--- src/rtl/roc_auc_trapezoid_core_assert.svh ---
// Assertion macros for the ROC AUC core
`ifndef ROC_AUC_TRAPEZOID_CORE_ASSERT_SVH
`define ROC_AUC_TRAPEZOID_CORE_ASSERT_SVH
// Implication check, disabled while rst_n is low
`define RAT_ASSERT_IMPL(label, ante, cons, msg) \
  label: assert property (@(posedge clk) disable iff (!rst_n) (ante) |-> (cons)) \
    else $error(msg);
// Next-cycle implication check
`define RAT_ASSERT_NEXT(label, ante, cons, msg) \
  label: assert property (@(posedge clk) disable iff (!rst_n) (ante) |=> (cons)) \
    else $error(msg);
`endif

--- src/rtl/rat_ram.sv ---
`timescale 1ns / 1ps
// ----------------------------------------------------------------------------
// rat_ram
// Simple dual-port RAM, one write and one registered read per cycle.
// ----------------------------------------------------------------------------
module rat_ram #(
  parameter int Width = 8,
  parameter int Depth = 16
) (
  input  logic                     clk,
  input  logic                     we,
  input  logic [$clog2(Depth)-1:0] waddr,
  input  logic [Width-1:0]         wdata,
  input  logic [$clog2(Depth)-1:0] raddr,
  output logic [Width-1:0]         rdata
);
  logic [Width-1:0] mem [Depth];

  always_ff @(posedge clk) begin
    if (we) mem[waddr] <= wdata;
    rdata <= mem[raddr];
  end
endmodule

--- config.mk ---
export PLATFORM = sky130hd
export DESIGN_NAME = rat_ram
export DESIGN_NICKNAME = d
export VERILOG_FILES = /design/src/rtl/roc_auc_trapezoid_core_assert.svh /design/src/rtl/rat_ram.sv
export SDC_FILE = /design/constraint.sdc
export NUM_CORES = 1
export LEC_CHECK = 0
export BUFFER_PORTS_ARGS = -buffer_cell sky130_fd_sc_hd__buf_2
export CAP_MARGIN = 20
export CORE_ASPECT_RATIO = 1.1
export CORE_UTILIZATION = 50
export DETAILED_ROUTE_END_ITERATION = 8
export GPL_ROUTABILITY_DRIVEN = 1
export PLACE_DENSITY = 0.67
export SLEW_MARGIN = 20
export SYNTH_ARGS = -nofsm -noshare
export SYNTH_HDL_FRONTEND = slang
export SYNTH_SLANG_ARGS = --single-unit
--- constraint.sdc ---
create_clock -name clk -period 2.4 [get_ports clk]
set_clock_uncertainty 0.05 [all_clocks]
set_input_delay 0.36 -clock clk [delete_from_list [all_inputs] [get_ports clk]]
set_output_delay 0.36 -clock clk [all_outputs]
set_load 0.03 [all_outputs]
# Word-level counts from Yosys, hierarchy flattened
# Memory sizes are Yosys's and may differ from the RTL's. A register that Yosys moved wholly into a read port is not among the register bits.
# Index checks and enable logic that the tools add are counted.
# word_totals
regBits	0
latch_bits	0
mem_bits_rw	128
mem_bits_ro	0
in_bits	18
word_cells	3
memories	1
# memory_table
memory	depth	word_bits	rd	rd_ports_with_merged_regs	wr	line	rtl
mem	16	8	1	1	1	rat_ram.sv:17	logic [Width-1:0] mem [Depth];
# classes
addsub	0
mul	0
div	0
order_cmp	0
eq_ne	0
shift	0
n_mux	2
bitwise	0
n_reduce_logical	0
# ops
op	count
1-bit two-way mux	2

# Depth between registers and ports, before layout
# Gate-level depths: netlist (run 1).
# logic_depth
depth_word	2
ltp_mapped	5
mapped_depth_nobuf	3

# Least setup slack after synthesis (run 1)
# OpenSTA, ideal clock, no wires.
# synth_path
path_type	in2reg
start	in waddr[2]
end	mem mem[0][0], enable pin
t_arrival_ps	1470
path_slack_ps	497
cell_stages	2
cell_sequence	or3b_2 -> nor3_1
# synth_rtl
item	line	rtl
start, declared	rat_ram.sv:12	input logic [$clog2(Depth)-1:0] waddr,
end, declared	rat_ram.sv:17	
# Straight into the memory's write port.

==> results of run 1 <==
how the worst max path moves through the flow:
stage                  start                   to  slack (ns)  cells after the start
global placement    raddr[0]     rdata[0]$_DFF_P_        0.36                      5
finish              raddr[0]     rdata[0]$_DFF_P_        0.86                      5
floorplan           waddr[2]  mem[0][0]$_DFFE_PP_        0.50                      2
detailed placement  raddr[0]     rdata[0]$_DFF_P_        0.27                      5
global route        raddr[0]     rdata[0]$_DFF_P_        0.81                      5
CTS                 raddr[0]     rdata[0]$_DFF_P_        0.82                      5
cell usage after synthesis:
cell type,n,share of area
a22oi_1,16,0.023
and2_1,1,0.0012
and2b_1,1,0.0015
buf_2,3,0.0029
buf_4,1,0.0015
buf_6,3,0.0066
clkdlybuf4s25_2,3,0.0058
dfxtp_1,8,0.031
edfxtp_1,128,0.75
mux4_1,14,0.071
mux4_2,18,0.079
nand2_1,9,0.0066
nand2b_1,2,0.0024
nand3_1,1,0.00097
nand3b_1,2,0.0029
nor2_1,13,0.0095
nor2b_1,1,0.0012
nor3_1,4,0.0039
or3b_2,1,0.0017
logic make-up (layout without fill, tap and decap cells):
logic type / count (synthesis) / in the layout / synth area share
and+or+nand+nor: 35 / 35 / 0.0318
DFF: 136 / 136 / 0.778
muxes: 32 / 32 / 0.150
AOI/OAI and AO/OA: 16 / 16 / 0.0233
buffers and inverters: 10 / 77 / 0.0168
per-layer routing:
layer | GRT usage | part of all wire | vias to the layer above
met4 | 0.0832 | 0.0049 | 0
met1 | 0.284 | 0.44 | 1264
li1 | - | - | 1084
met3 | 0.0556 | 0.059 | 4
met2 | 0.322 | 0.49 | 81
met5 | 0 | 0 | -
worst max-delay path, cell delays in order:
cell and delay (ns):
buf_2 0.32, buf_12 0.21, mux4_1 0.59, a22oi_1 0.29, nand2_1 0.11
through the flow:
step	area [µm²]	setup WS, ns	utilization	instances
global placement	5520	0.358	0.556	384
CTS	6170	0.818	0.621	416
detailed placement	5520	0.267	0.556	384
finish	6170	0.861	0.621	416
floorplan	5150	0.497	-	229
global route	6170	0.809	0.621	416
sequential cells by signal (all words and copies together) (netlist names):
signal / count
mem: 128
rdata: 8
cell type report:
cell class	count	area, µm²	area share
timing repair buffer	45	313	0.0507
multi-input combinational	83	1060	0.171
clock inverter	13	226	0.0367
tap	120	150	0.0243
sequential	136	4000	0.649
clock buffer	19	422	0.0683
power by group:
group          switching [µW]  total (µW)  internal, µW
sequential               16.7        2670          2660
combinational             166         276           110
clock                     929        2820          1890
==> qor.csv, run 1 <==
metric,value,unit
Pwr per Cell Area,935,nW/µm²
global-route wire length before repair,15200,µm
Clock Path Buffers,2,
unrepaired setup endpoints after global routing,false,
Overall Power,5770,µW
# fillers,672,
area growth from synthesis to layout,19.9,%
Cell variety after synth,19,
"most common cell after layout, fill and taps aside",edfxtp_1,
Num CTS Buffers,17,
Wirelength per Cell,23.6,µm
Post-Syn Area,5150,µm²
Ys Warns,0,
vias,2433,
Post-Route WL,9820,µm
initial antenna violation count,0,
Final HPWL DP,6130,µm
antenna-violating nets left,0,
clock-pin slew on the worst setup and hold paths,0.06,ns
I/O pin cnt,26,
height of the die,108,µm
largest net degree at the start of global routing,33,
reg2reg path depth,3,
nets,301,
core area,9940,µm²
Placement Rows,38,
cts hold-fix bufs,0,
GRT overflow,0,
post-CTS resize count,0,
WP data required,2.74,ns
final hold violation count,0,
Hold Startpoint,wdata[6],
drt via density,5.85,
"commonest cells after routing, fill and taps aside","edfxtp_1 (128), buf_2 (25), mux4_2 (18)",
"IR drop worst, VDD",0.000558,V
Max Cap Viol,0,
syn avg cell area,22.5,µm²
end of the worst hold path,mem[8][6]$_DFFE_PP_,
Crit path arrival time,1.88,ns
Mapped Nets,247,
IO Port Bufs,25,
placer congestion estimate,0.734,
Final TNS setup,0,ns
vias in the first global route,2531,
# setup viols final,0,
hold_ws,0.179,ns
Worst-Skew Late Latency,0.51,ns
layout cells sized above 1,0.318,
post-route minimum period,1.54,ns
leakage power,0.00212,µW
antenna cell count,0,
maximum fanout along the worst path,13,
Initial DRC Count,220,
Num Clock Sinks,136,
worst reg2reg endpoint,rdata[0]$_DFF_P_,
synthesis-stage register bit count,136,
Die ar.,10700,µm²
crit path launch type,input pin,
launch point of the worst reg-to-reg path,mem[1][0]$_DFFE_PP_,
Max-slew headroom,0.485,
CP Capture Type,flip-flop,
DRC,0,
Root Driver,clkbuf_8,
Slew Limit Fails,0,
status,"complete, no violations",
WHS Path Cells,1,
first-pass detailed-route iteration total,5,
Slew @ Worst Pin,0.770,ns
Crit Path Class,input pin to flip-flop,
Post-CTS Setup Bufs,0,
TritonCTS clock tree,yes,
Initial Utilization,0.518,
H-tree levels,4,
Tcrit/Tclk final,0.641,
fmax,0.650,GHz
type of the tightest min-delay check,input pin to flip-flop,
die width,98.7,µm
"reg-to-reg slack, setup",0.94,ns
"Seq/Total Area, Yosys",0.778,
Syn Inst Count,229,
GR Util All Layers,0.208,
Power figures use the tool's default switching activity.
==> inputs of run 2 (changes only) <==
- PLACE_DENSITY: 0.67 -> 0.7
- clock period: 2.4 -> 1.3 ns (I/O delays scaled with it)
==> qor.csv, run 2 (synthesized netlist as in run 1, its figures left out) <==
metric,value,unit
Final TNS setup,-0.0679,ns
Internal,8040,µW
area growth from synthesis to layout,22.7,%
height of the die,108,µm
nets,315,
Reg with most FFs,mem,
clock-pin slew on the worst setup and hold paths,0.06,ns
post-route insts no fill,428,
CP Capture Type,flip-flop,
placer congestion estimate,0.764,
reg2reg path depth,3,
layout cells sized above 1,0.438,
Logic pwr share,0.060,
max reg flops,128,
Pwr per Cell Area,1590,nW/µm²
Clock Path Buffers,2,
antenna-violating nets left,0,
global-route wire length before repair,15300,µm
Tcrit/Tclk final,1.02,
Placement Rows,38,
critical path depth,3,
Die ar.,10700,µm²
Num Clock Sinks,136,
status,"finished, violations left",
die width,98.7,µm
Worst path top cell family by delay,multiplexers,
Max-slew headroom,0.463,
# fillers,632,
H-tree levels,4,
Worst Path Buf+Inv,0,
post-route minimum period,1.33,ns
worst path cell trace,"mux4_2, a22oi_2, nand2_1",
DRC,0,
Crit path arrival time,1.67,ns
Worst-Skew Late Latency,0.51,ns
drt via density,5.63,
leakage power,0.00213,µW
GRT overflow,0,
vias in the first global route,2598,
CP max stage cell,mux4_2,
initial antenna violation count,0,
Final HPWL DP,6480,µm
cell count after placement,397,
WHS Path Cells,1,
Slew Limit Fails,0,
# setup viols final,4,
Crit Path Class,flip-flop to flip-flop,
PnR worst setup slack,-0.0289,ns
largest net degree at the start of global routing,17,
fmax,0.753,GHz
type of the tightest min-delay check,input pin to flip-flop,
sw frac,0.197,
failing checks,setup timing,
first-pass detailed-route iteration total,4,
WP data required,1.64,ns
"most common cell after layout, fill and taps aside",edfxtp_1,
pre-CTS setup slack,-0.357,ns
TritonCTS clock tree,yes,
antenna cell count,0,
"commonest cells after routing, fill and taps aside","edfxtp_1 (128), mux4_2 (30), buf_4 (27)",
Root Driver,clkbuf_8,
core area,9940,µm²
GR Util All Layers,0.211,
maximum fanout along the worst path,1,
Wirelength per Cell,23.0,µm
IO Port Bufs,25,
Max Cap Viol,0,
"IR drop worst, VDD",0.000649,V
unrepaired setup endpoints after global routing,true,
Overall Power,10000,µW
Slew @ Worst Pin,0.802,ns
biggest regs,"mem: 128 flops, rdata: 8 flops",
Initial Utilization,0.518,
Reg power frac,0.493,
P_sw,1980,µW
I/O pin cnt,26,
clock power share,0.447,
vias,2410,
Initial DRC Count,187,
crit path launch type,flip-flop,
CP peak stage delay,0.49,ns
Post-Route WL,9830,µm
hold_ws,0.0256,ns
final hold violation count,0,
Num CTS Buffers,17,
[run 2: cell count changes in the layout (fill, tap and decap cells not counted), moves of 4 or more]
cell and change:
buf_12 +5, buf_2 -5, mux4_2 +12, mux4_1 -12, buf_4 +10, nor3_1 -4
a22oi_1 -10, a22oi_2 +10
[run 2: what timing repair did]
item | 4_1_cts | 5_1_grt
endpoints found under the setup margin | 11 | 10
setup buffers | 0 | 0
endpoints found under the hold margin | 16 | 0
hold buffers | 1 | 0
resized for setup | 17 | 7
pin swaps | 0 | 3
[run 2: through the flow]
step	utilization	cell area [µm²]
2_1_floorplan	-	5180
3_3_place_gp	0.572	5680
3_5_place_dp	0.572	5680
4_1_cts	0.634	6300
5_1_grt	0.636	6320
6_report	0.636	6320
[run 2: power by group through the flow]
stage | registers, µW | clock network, µW | logic, µW
2_1_floorplan | 5070 | 0 | 274
3_3_place_gp | 5020 | 0 | 556
3_5_place_dp | 5030 | 0 | 568
4_1_cts | 4950 | 4550 | 601
5_1_grt | 4950 | 4730 | 646
6_report | 4940 | 4480 | 602
[run 2: routing by layer]
| metal | track usage | routed length [µm] | up-vias |
|---|---|---|---|
| li1 | - | - | 1096 |
| met1 | 0.272 | 4100 | 1227 |
| met2 | 0.343 | 5080 | 80 |
| met3 | 0.0666 | 561 | 7 |
| met4 | 0.0746 | 89 | 0 |
| met5 | 0 | 0 | - |
[run 2: final cells by class]
class                   count  area [µm²]  area share
multi-input cells          83        1100       0.174
well taps                 120         150      0.0238
repair buffers             59         507      0.0802
clock inverters            11         133      0.0210
flip-flops and latches    136        4010       0.634
clock buffers              19         422      0.0667
[run 2: final timing paths]
check	startpoint	to	slack, ns
worst max register to register	mem[11][5]$_DFFE_PP_	rdata[5]$_DFF_P_	-0.03
worst max-delay path	mem[11][5]$_DFFE_PP_	rdata[5]$_DFF_P_	-0.03
worst min-delay path	wdata[7]	mem[12][7]$_DFFE_PP_	0.03
worst min register to register	mem[4][3]$_DFFE_PP_	rdata[3]$_DFF_P_	0.61
[run 2: worst register-to-register path: cells and delay by family, from the launching register on]
family	cells	cell delay [ns]
AOI/OAI and AO/OA	1	0.22
DFF	1	0.36
muxes	1	0.49
and+or+nand+nor	1	0.09
