[src/rtl/roc_auc_trapezoid_core_assert.svh]
// Assertion macros for the ROC AUC core
`ifndef ROC_AUC_TRAPEZOID_CORE_ASSERT_SVH
`define ROC_AUC_TRAPEZOID_CORE_ASSERT_SVH
// Implication check, disabled while rst_n is low
`define RAT_ASSERT_IMPL(label, ante, cons, msg) \
  label: assert property (@(posedge clk) disable iff (!rst_n) (ante) |-> (cons)) \
    else $error(msg);
// Next-cycle implication check
`define RAT_ASSERT_NEXT(label, ante, cons, msg) \
  label: assert property (@(posedge clk) disable iff (!rst_n) (ante) |=> (cons)) \
    else $error(msg);
`endif

[src/rtl/rat_pkg.sv]
`timescale 1ns / 1ps
// ----------------------------------------------------------------------------
// rat_pkg
// Shared constants and types for the ROC AUC trapezoid core.
// ----------------------------------------------------------------------------
package rat_pkg;
  localparam int Capacity  = 1024;
  localparam int AddrW     = $clog2(Capacity);
  localparam int CntW      = AddrW + 1;
  localparam int ScoreW    = 32;
  localparam int KeyW      = ScoreW + 1;       // order key plus label
  localparam int SumW      = 2 * CntW + 1;
  localparam int AucW      = 17;
  localparam int StatW     = 2;
  localparam int OutCntW   = 11;

  localparam logic [StatW-1:0] ST_OK      = 2'd0;
  localparam logic [StatW-1:0] ST_ONECLS  = 2'd1;
  localparam logic [StatW-1:0] ST_OVERFL  = 2'd2;

  typedef logic [KeyW-1:0] key_t;
endpackage

[src/rtl/rat_div.sv]
`timescale 1ns / 1ps
// ----------------------------------------------------------------------------
// rat_div
// Restoring divider: one quotient bit a cycle.
// ----------------------------------------------------------------------------
module rat_div (
  input  logic                    clk,
  input  logic                    rst_n,
  input  logic                    start,
  input  logic [rat_pkg::SumW+16:0] num,
  input  logic [rat_pkg::SumW:0]  den,
  output logic                    done,
  output logic [rat_pkg::SumW+16:0] quo
);
  import rat_pkg::*;
  localparam int NW = SumW + 17;
  localparam int BW = $clog2(NW + 1);

  logic [NW-1:0]  q_r, q_nxt;
  logic [SumW+1:0] rem_r, rem_nxt;
  logic [SumW:0]  den_r;
  logic [BW-1:0]  cnt_r, cnt_nxt;
  logic           busy_r, busy_nxt, done_r, done_nxt;
  logic [SumW+1:0] trial;

  always_comb begin
    q_nxt = q_r; rem_nxt = rem_r; cnt_nxt = cnt_r;
    busy_nxt = busy_r; done_nxt = 1'b0;
    trial = {rem_r[SumW:0], q_r[NW-1]};
    if (start) begin
      q_nxt = num; rem_nxt = '0; cnt_nxt = BW'(NW); busy_nxt = 1'b1;
    end else if (busy_r) begin
      if (trial >= {1'b0, den_r}) begin
        rem_nxt = trial - {1'b0, den_r};
        q_nxt = {q_r[NW-2:0], 1'b1};
      end else begin
        rem_nxt = trial;
        q_nxt = {q_r[NW-2:0], 1'b0};
      end
      cnt_nxt = cnt_r - 1'b1;
      if (cnt_r == BW'(1)) begin
        busy_nxt = 1'b0; done_nxt = 1'b1;
      end
    end
  end

  always_ff @(posedge clk) begin
    if (!rst_n) begin
      busy_r <= 1'b0; done_r <= 1'b0;
    end else begin
      busy_r <= busy_nxt; done_r <= done_nxt;
    end
    q_r <= q_nxt; rem_r <= rem_nxt; cnt_r <= cnt_nxt;
    if (start) den_r <= den;
  end

  assign done = done_r;
  assign quo  = q_r;
endmodule
[config.mk]
export PLATFORM = sky130hd
export DESIGN_NAME = rat_div
export DESIGN_NICKNAME = d
export VERILOG_FILES = /design/src/rtl/roc_auc_trapezoid_core_assert.svh /design/src/rtl/rat_pkg.sv /design/src/rtl/rat_div.sv
export SDC_FILE = /design/constraint.sdc
export NUM_CORES = 1
export LEC_CHECK = 0
export ABC_AREA = 1
export BUFFER_PORTS_ARGS = -buffer_cell sky130_fd_sc_hd__buf_4
export CAP_MARGIN = 0
export CORE_MARGIN = 5
export CORE_UTILIZATION = 55
export CTS_CLUSTER_DIAMETER = 60
export CTS_CLUSTER_SIZE = 25
export DETAILED_ROUTE_END_ITERATION = 10
export PLACE_DENSITY = 0.8
export SETUP_SLACK_MARGIN = 0.15
export SLEW_MARGIN = 0
export SYNTH_ARGS = -nofsm -noshare
export SYNTH_HDL_FRONTEND = slang
export SYNTH_SLANG_ARGS = --single-unit
[constraint.sdc]
create_clock -name clk -period 4.16 [get_ports clk]
set_input_delay 0.208 -clock clk [delete_from_list [all_inputs] [get_ports clk]]
set_output_delay 0.208 -clock clk [all_outputs]
set_load 0.02 [all_outputs]
* Yosys cells after proc, flatten, opt, wreduce, memory -nomap -nowiden
Cells that the tools add are included.
Word-level totals: register bits after elaboration 96, bits of input ports 67, output and inout bits 41, logic and storage cells 22
Operators by class: $add $sub $neg 2, magnitude comparators 1, eq/ne operators 1, mux-type cells 8, bitwise logic cells 2, reduce and logical (&&, ||, !) cells 2
Operator list (count):
- 40-bit 2-to-1 mux | 2
- 25-bit by 24-bit greater-or-equal comparator with 1-bit output | 1
- 24-bit 2-to-1 mux | 1
- 24-bit subtractor | 1
- 6-bit by 1-bit == test with 1-bit output, second input constant | 1
- 6-bit by 1-bit subtractor with 6-bit output, second input constant | 1
- 1-bit 2-to-1 mux | 5
- 3-bit OR reduction | 1
- 1-bit inverter | 2
- 2-bit nonzero test | 1

* Logic depth before layout (Yosys ltp)
word-level depth 4, depth in mapped cells 15

* Least setup slack after synthesis
Ideal clock, no wire load.
path type reg2reg, from register q_r[39] (netlist: quo[39]), to register rem_r[12], library setup time 0.114 ns, arrival 2.000 ns, required time 4.046 ns, slack 2.047 ns, cell stages (with the launch flop) 14, buffers on the path 0, cell sequence edfxtp_1 -> inv_1 -> ha_1 -> fa_1 -> inv_1 -> a21oi_1 -> o21ai_0 -> nand2_1 -> nand2_1 -> nand2_1 -> nand2_1 -> nand2_1 -> nand3_1 -> nand2_1
Between the ends: cells in the longest elaborated chain, start to end 2
Ends and longest elaborated chain:
- start: declaration | line rat_div.sv:19 | logic [NW-1:0] q_r, q_nxt;
- start signal: assignment | line rat_div.sv:53 | q_r <= q_nxt; rem_r <= rem_nxt; cnt_r <= cnt_nxt;
- 24-bit subtractor / 25-bit by 24-bit greater-or-equal comparator with 1-bit output (equally long branches) | line rat_div.sv:34, rat_div.sv:33
- 24-bit 2-to-1 mux (*) | line rat_div.sv:33 | if (trial >= {1'b0, den_r}) begin
- end signal: assignment | line rat_div.sv:53
- end: declaration | line rat_div.sv:20 | logic [SumW+1:0] rem_r, rem_nxt;
Every way passes the cells marked *; elsewhere a longest branch is shown, timed or not. A chain may end at the register's enable or synchronous reset.

* Worst setup path in the final report
from register den_r[9], to register rem_r[9]
Between the ends: cells in the longest elaborated chain, start to end 2
Ends and longest elaborated chain:
- start: declaration | line rat_div.sv:21 | logic [SumW:0] den_r;
- start signal: assignment | line rat_div.sv:54 | if (start) den_r <= den;
- 24-bit subtractor / 25-bit by 24-bit greater-or-equal comparator with 1-bit output (equally long branches) | line rat_div.sv:34, rat_div.sv:33
- 24-bit 2-to-1 mux (*) | line rat_div.sv:33
Marks and branches as above.

==> qor.json <==
{
  "cp.required": {"value": 4.44, "unit": "ns"},
  "cts_root_buffer": {"value": "sky130_fd_sc_hd__clkbuf_8"},
  "worst_slew_margin_rel": {"value": 32.8, "unit": "%"},
  "worstPathMaxFanout": {"value": 25},
  "areal_power_density_over_the_cells": {"value": 294, "unit": "nW/um^2"},
  "multi_input_comb_area": {"value": 2640, "unit": "sq um"},
  "postCtsHoldBufs": {"value": 24},
  "fin_util": {"value": 69.4, "unit": "%"},
  "drc_errors": {"value": 0},
  "die_height": {"value": 113, "unit": "microns"},
  "cts_tree": {"value": "yes"},
  "maxSlewViolCount": {"value": 0},
  "post-place-ws": {"value": 1.68, "unit": "ns"},
  "antenna_violating_nets_post_route": {"value": 0},
  "synth_cells": {"value": 820},
  "yosys_warnings": {"value": 0},
  "worst_slew_pin_slew": {"value": 1.01, "unit": "ns"},
  "period_minus_slack": {"value": 2.50, "unit": "ns"},
  "area.growth.synth_to_final": {"value": 23.0, "unit": "%"},
  "synthDominantAreaCellType": {"value": "sky130_fd_sc_hd__edfxtp_1"},
  "first_pass_iters": {"value": 5},
  "place.gp.congestion": {"value": 0.924},
  "seqCellArea": {"value": 2560, "unit": "sq um"},
  "final_critical_path_setup_slack": {"value": 1.66, "unit": "ns"},
  "ys_ff_latch": {"value": 96},
  "avgRoutedWirePerCell": {"value": 13.2, "unit": "microns"},
  "end_kind": {"value": "register"},
  "hold_class": {"value": "in2reg"},
  "synth_common_cells": {"value": "369 x sky130_fd_sc_hd__nand2_1, 138 x sky130_fd_sc_hd__inv_1, 64 x sky130_fd_sc_hd__edfxtp_1"},
  "yosys_most_used_dff": {"value": "sky130_fd_sc_hd__edfxtp_1"},
  "totalWireLength": {"value": 14300, "unit": "microns"},
  "numPortBuffers": {"value": 107},
  "initial_utilization": {"value": 56.5, "unit": "%"},
  "clock_insertion_delay_worst_skew": {"value": 0.39, "unit": "ns"},
  "asyncSetResetFlopFracSynth": {"value": 0, "unit": "%"},
  "die_area": {"value": 12800, "unit": "sq um"},
  "setup_tns": {"value": 0, "unit": "ns"},
  "upper_clock_frequency_limit": {"value": 399, "unit": "MHz"},
  "floorplan.die.width": {"value": 113, "unit": "microns"},
  "worst-setup-path-type": {"value": "reg2reg"},
  "synth_seq_area_share": {"value": 43.8, "unit": "%"},
  "netlist_area": {"value": 5850, "unit": "sq um"},
  "final.fill_count": {"value": 898},
  "avgSynthCellArea": {"value": 7.14, "unit": "sq um"},
  "antenna_violations_before_repair": {"value": 0},
  "most_frequent_cell_on_the_critical_path": {"value": "sky130_fd_sc_hd__nand2_1"},
  "yosysMostFrequentCell": {"value": "sky130_fd_sc_hd__nand2_1"},
  "vias_per_cell": {"value": 4.96},
  "setup_repair_after_global_routing_missed_its_margin": {"value": "false"},
  "top_ports": {"value": 108},
  "grt_pass1_wl": {"value": 24400, "unit": "microns"},
  "outcome": {"value": "finished clean"},
  "leakagePower": {"value": 3.85, "unit": "nW"},
  "timing.final.hold_violations": {"value": 0},
  "post_synth_main_area_contributors": {"value": "sky130_fd_sc_hd__edfxtp_1 33%, sky130_fd_sc_hd__nand2_1 24%, sky130_fd_sc_hd__dfxtp_1 11%"},
  "clock_pin_slew_of_the_registers_on_the_worst_case_setup_and_hold_paths": {"value": 0.10, "unit": "ns"},
  "synth_top_cell_area_share": {"value": 32.8, "unit": "%"},
  "cts.sinks": {"value": 96},
  "critPathLaunchType": {"value": "register"},
  "cts-root-to-sink-buffers": {"value": 2},
  "max_stage_delay": {"value": 0.44, "unit": "ns"},
  "cts.htree.levels": {"value": 3},
  "critical_path.slowest_cell": {"value": "sky130_fd_sc_hd__nand3_4"},
  "worst_skew": {"value": 0.0138, "unit": "ns"},
  "grt_start_max_net_pins": {"value": 71},
  "synthesized_net_count": {"value": 914},
  "placementRows": {"value": 37},
  "cp_cell_sequence": {"value": "inv_1 > ha_1 > nand2_1 > nor2_2 > nand2_1 > nor3_2 > nand2_2 > nand3_4 > nand2_1 > nand3_1 > nand2_1"},
  "coreArea": {"value": 10400, "unit": "sq um"},
  "gr-usage-all-layers": {"value": 23.4, "unit": "%"},
  "worst-endpoint-arrival": {"value": 2.78, "unit": "ns"},
  "final_layout_size_suffix_gt1_share": {"value": 15.8, "unit": "%"},
  "tritoncts.num_buffers": {"value": 9},
  "first_global_vias": {"value": 5317},
  "final_global_route_overflow_total": {"value": 0},
  "detailedRoute.firstIterationViolations": {"value": 383},
  "fin_crit_sh": {"value": 60.2, "unit": "%"},
  "hold-worst-slack": {"value": 0.0520, "unit": "ns"},
  "cts-resized-gates": {"value": 0},
  "vdd_ir_drop_max": {"value": 0.283, "unit": "mV"},
  "synth_cell_type_count": {"value": 30},
  "synth_enable_flop_cells": {"value": 64},
  "dp_hpwl": {"value": 10300, "unit": "microns"},
  "timing.final.setup_violations": {"value": 0},
  "finalNetCount": {"value": 1042},
  "vias": {"value": 5400},
  "antennaDiodeCount": {"value": 0},
  "drv.max_cap_violation_count": {"value": 0},
  "post-cts-setup-buffers": {"value": 0}
}
## power by group
group | total, mW | switching [mW] | internal (mW)
clock network | 0.587 | 0.363 | 0.224
registers | 1.13 | 0.0356 | 1.10
logic | 0.395 | 0.225 | 0.170
total | 2.11 | 0.624 | 1.49
## critical path, delay by kind of cell (launching register included)
| family | cells | cell delay, ns |
|---|---|---|
| flops | 1 | 0.33 |
| simple gates | 9 | 1.68 |
| fa+ha+maj | 1 | 0.34 |
| buf+inv | 1 | 0.04 |
## final timing paths
check	slack [ns]	cells past startpoint	from	endpoint
worst min register to register	0.48	2	rem_r[10]$_SDFFE_PP0P_	rem_r[10]$_SDFFE_PP0P_
worst max-delay path	1.66	11	den_r[9]$_DFFE_PP_	rem_r[9]$_SDFFE_PP0P_
worst max register to register	1.66	11	den_r[9]$_DFFE_PP_	rem_r[9]$_SDFFE_PP0P_
worst min-delay path	0.05	3	rst_n	busy_r$_SDFF_PN0_
## metal layers
metal	share of wire, %	vias to the layer above	GRT usage (%)
li1	-	2793	-
met1	44	2416	29.9
met2	47	180	39.5
met3	8.2	11	6.79
met4	0.85	0	4.89
met5	0	-	0
## layout by cell type, fill, tap and decap left out
master                          instances
sky130_fd_sc_hd__nand2_1              369
sky130_fd_sc_hd__inv_1                138
sky130_fd_sc_hd__buf_4                114
sky130_fd_sc_hd__edfxtp_1              64
sky130_fd_sc_hd__nand3_1               44
sky130_fd_sc_hd__dfxtp_1               32
sky130_fd_sc_hd__nand4_1               30
sky130_fd_sc_hd__nor2_1                29
sky130_fd_sc_hd__ha_1                  26
sky130_fd_sc_hd__dlygate4sd3_1         24
sky130_fd_sc_hd__a21oi_1               16
sky130_fd_sc_hd__clkbuf_8               9
sky130_fd_sc_hd__inv_2                  7
sky130_fd_sc_hd__xnor2_1                7
sky130_fd_sc_hd__nor3_1                 6
sky130_fd_sc_hd__nand3b_1               6
sky130_fd_sc_hd__nand2_2                5
sky130_fd_sc_hd__nor2_2                 4
sky130_fd_sc_hd__o21ai_0                3
sky130_fd_sc_hd__nor3_2                 2
sky130_fd_sc_hd__and3_1                 2
sky130_fd_sc_hd__xor2_1                 2
sky130_fd_sc_hd__clkinv_2               2
sky130_fd_sc_hd__clkinv_4               2
sky130_fd_sc_hd__clkinv_1               1
sky130_fd_sc_hd__o21a_1                 1
sky130_fd_sc_hd__a21oi_4                1
sky130_fd_sc_hd__nand3_2                1
sky130_fd_sc_hd__nand3_4                1
sky130_fd_sc_hd__o22ai_1                1
sky130_fd_sc_hd__fa_1                   1
sky130_fd_sc_hd__clkinvlp_4             1
sky130_fd_sc_hd__inv_6                  1
sky130_fd_sc_hd__inv_8                  1
## registers in the layout, indices dropped and copies added (netlist names)
name	cells
rem_r	24
den_r	24
quo	40
cnt_r	6
done	1
busy_r	1
## cell type report
type | instances | area share [%]
Sequential cell | 96 | 35.6
Timing Repair Buffer | 138 | 15.2
Clock inverter | 7 | 0.765
Clock buffer | 9 | 1.72
Tap cell | 136 | 2.36
Inverter | 146 | 7.61
Multi-Input combinational cell | 557 | 36.7
## kinds of logic (layout without fill, tap and decap cells)
logic type                 after synthesis  in the layout  synth area share (%)
and+or+nand+nor                        499            499                  35.8
DFF                                     96             96                  43.8
buffers and inverters                  167            300                  11.1
AOI/OAI and AO/OA                       22             22                  2.14
adders and majority gates               27             27                  5.90
xor gates and xnor gates                 9              9                  1.35
## through the flow
| stage | cell area [sq um] | std cells | total power, mW |
|---|---|---|---|
| after floorplan | 5850 | 820 | 1.36 |
| after global placement | 6780 | 1049 | 1.52 |
| after detailed placement | 6780 | 1049 | 1.53 |
| after CTS | 7200 | 1089 | 2.12 |
| after global routing | 7200 | 1089 | 2.21 |
| final | 7200 | 1089 | 2.11 |
Power figures use the tool's default switching activity.
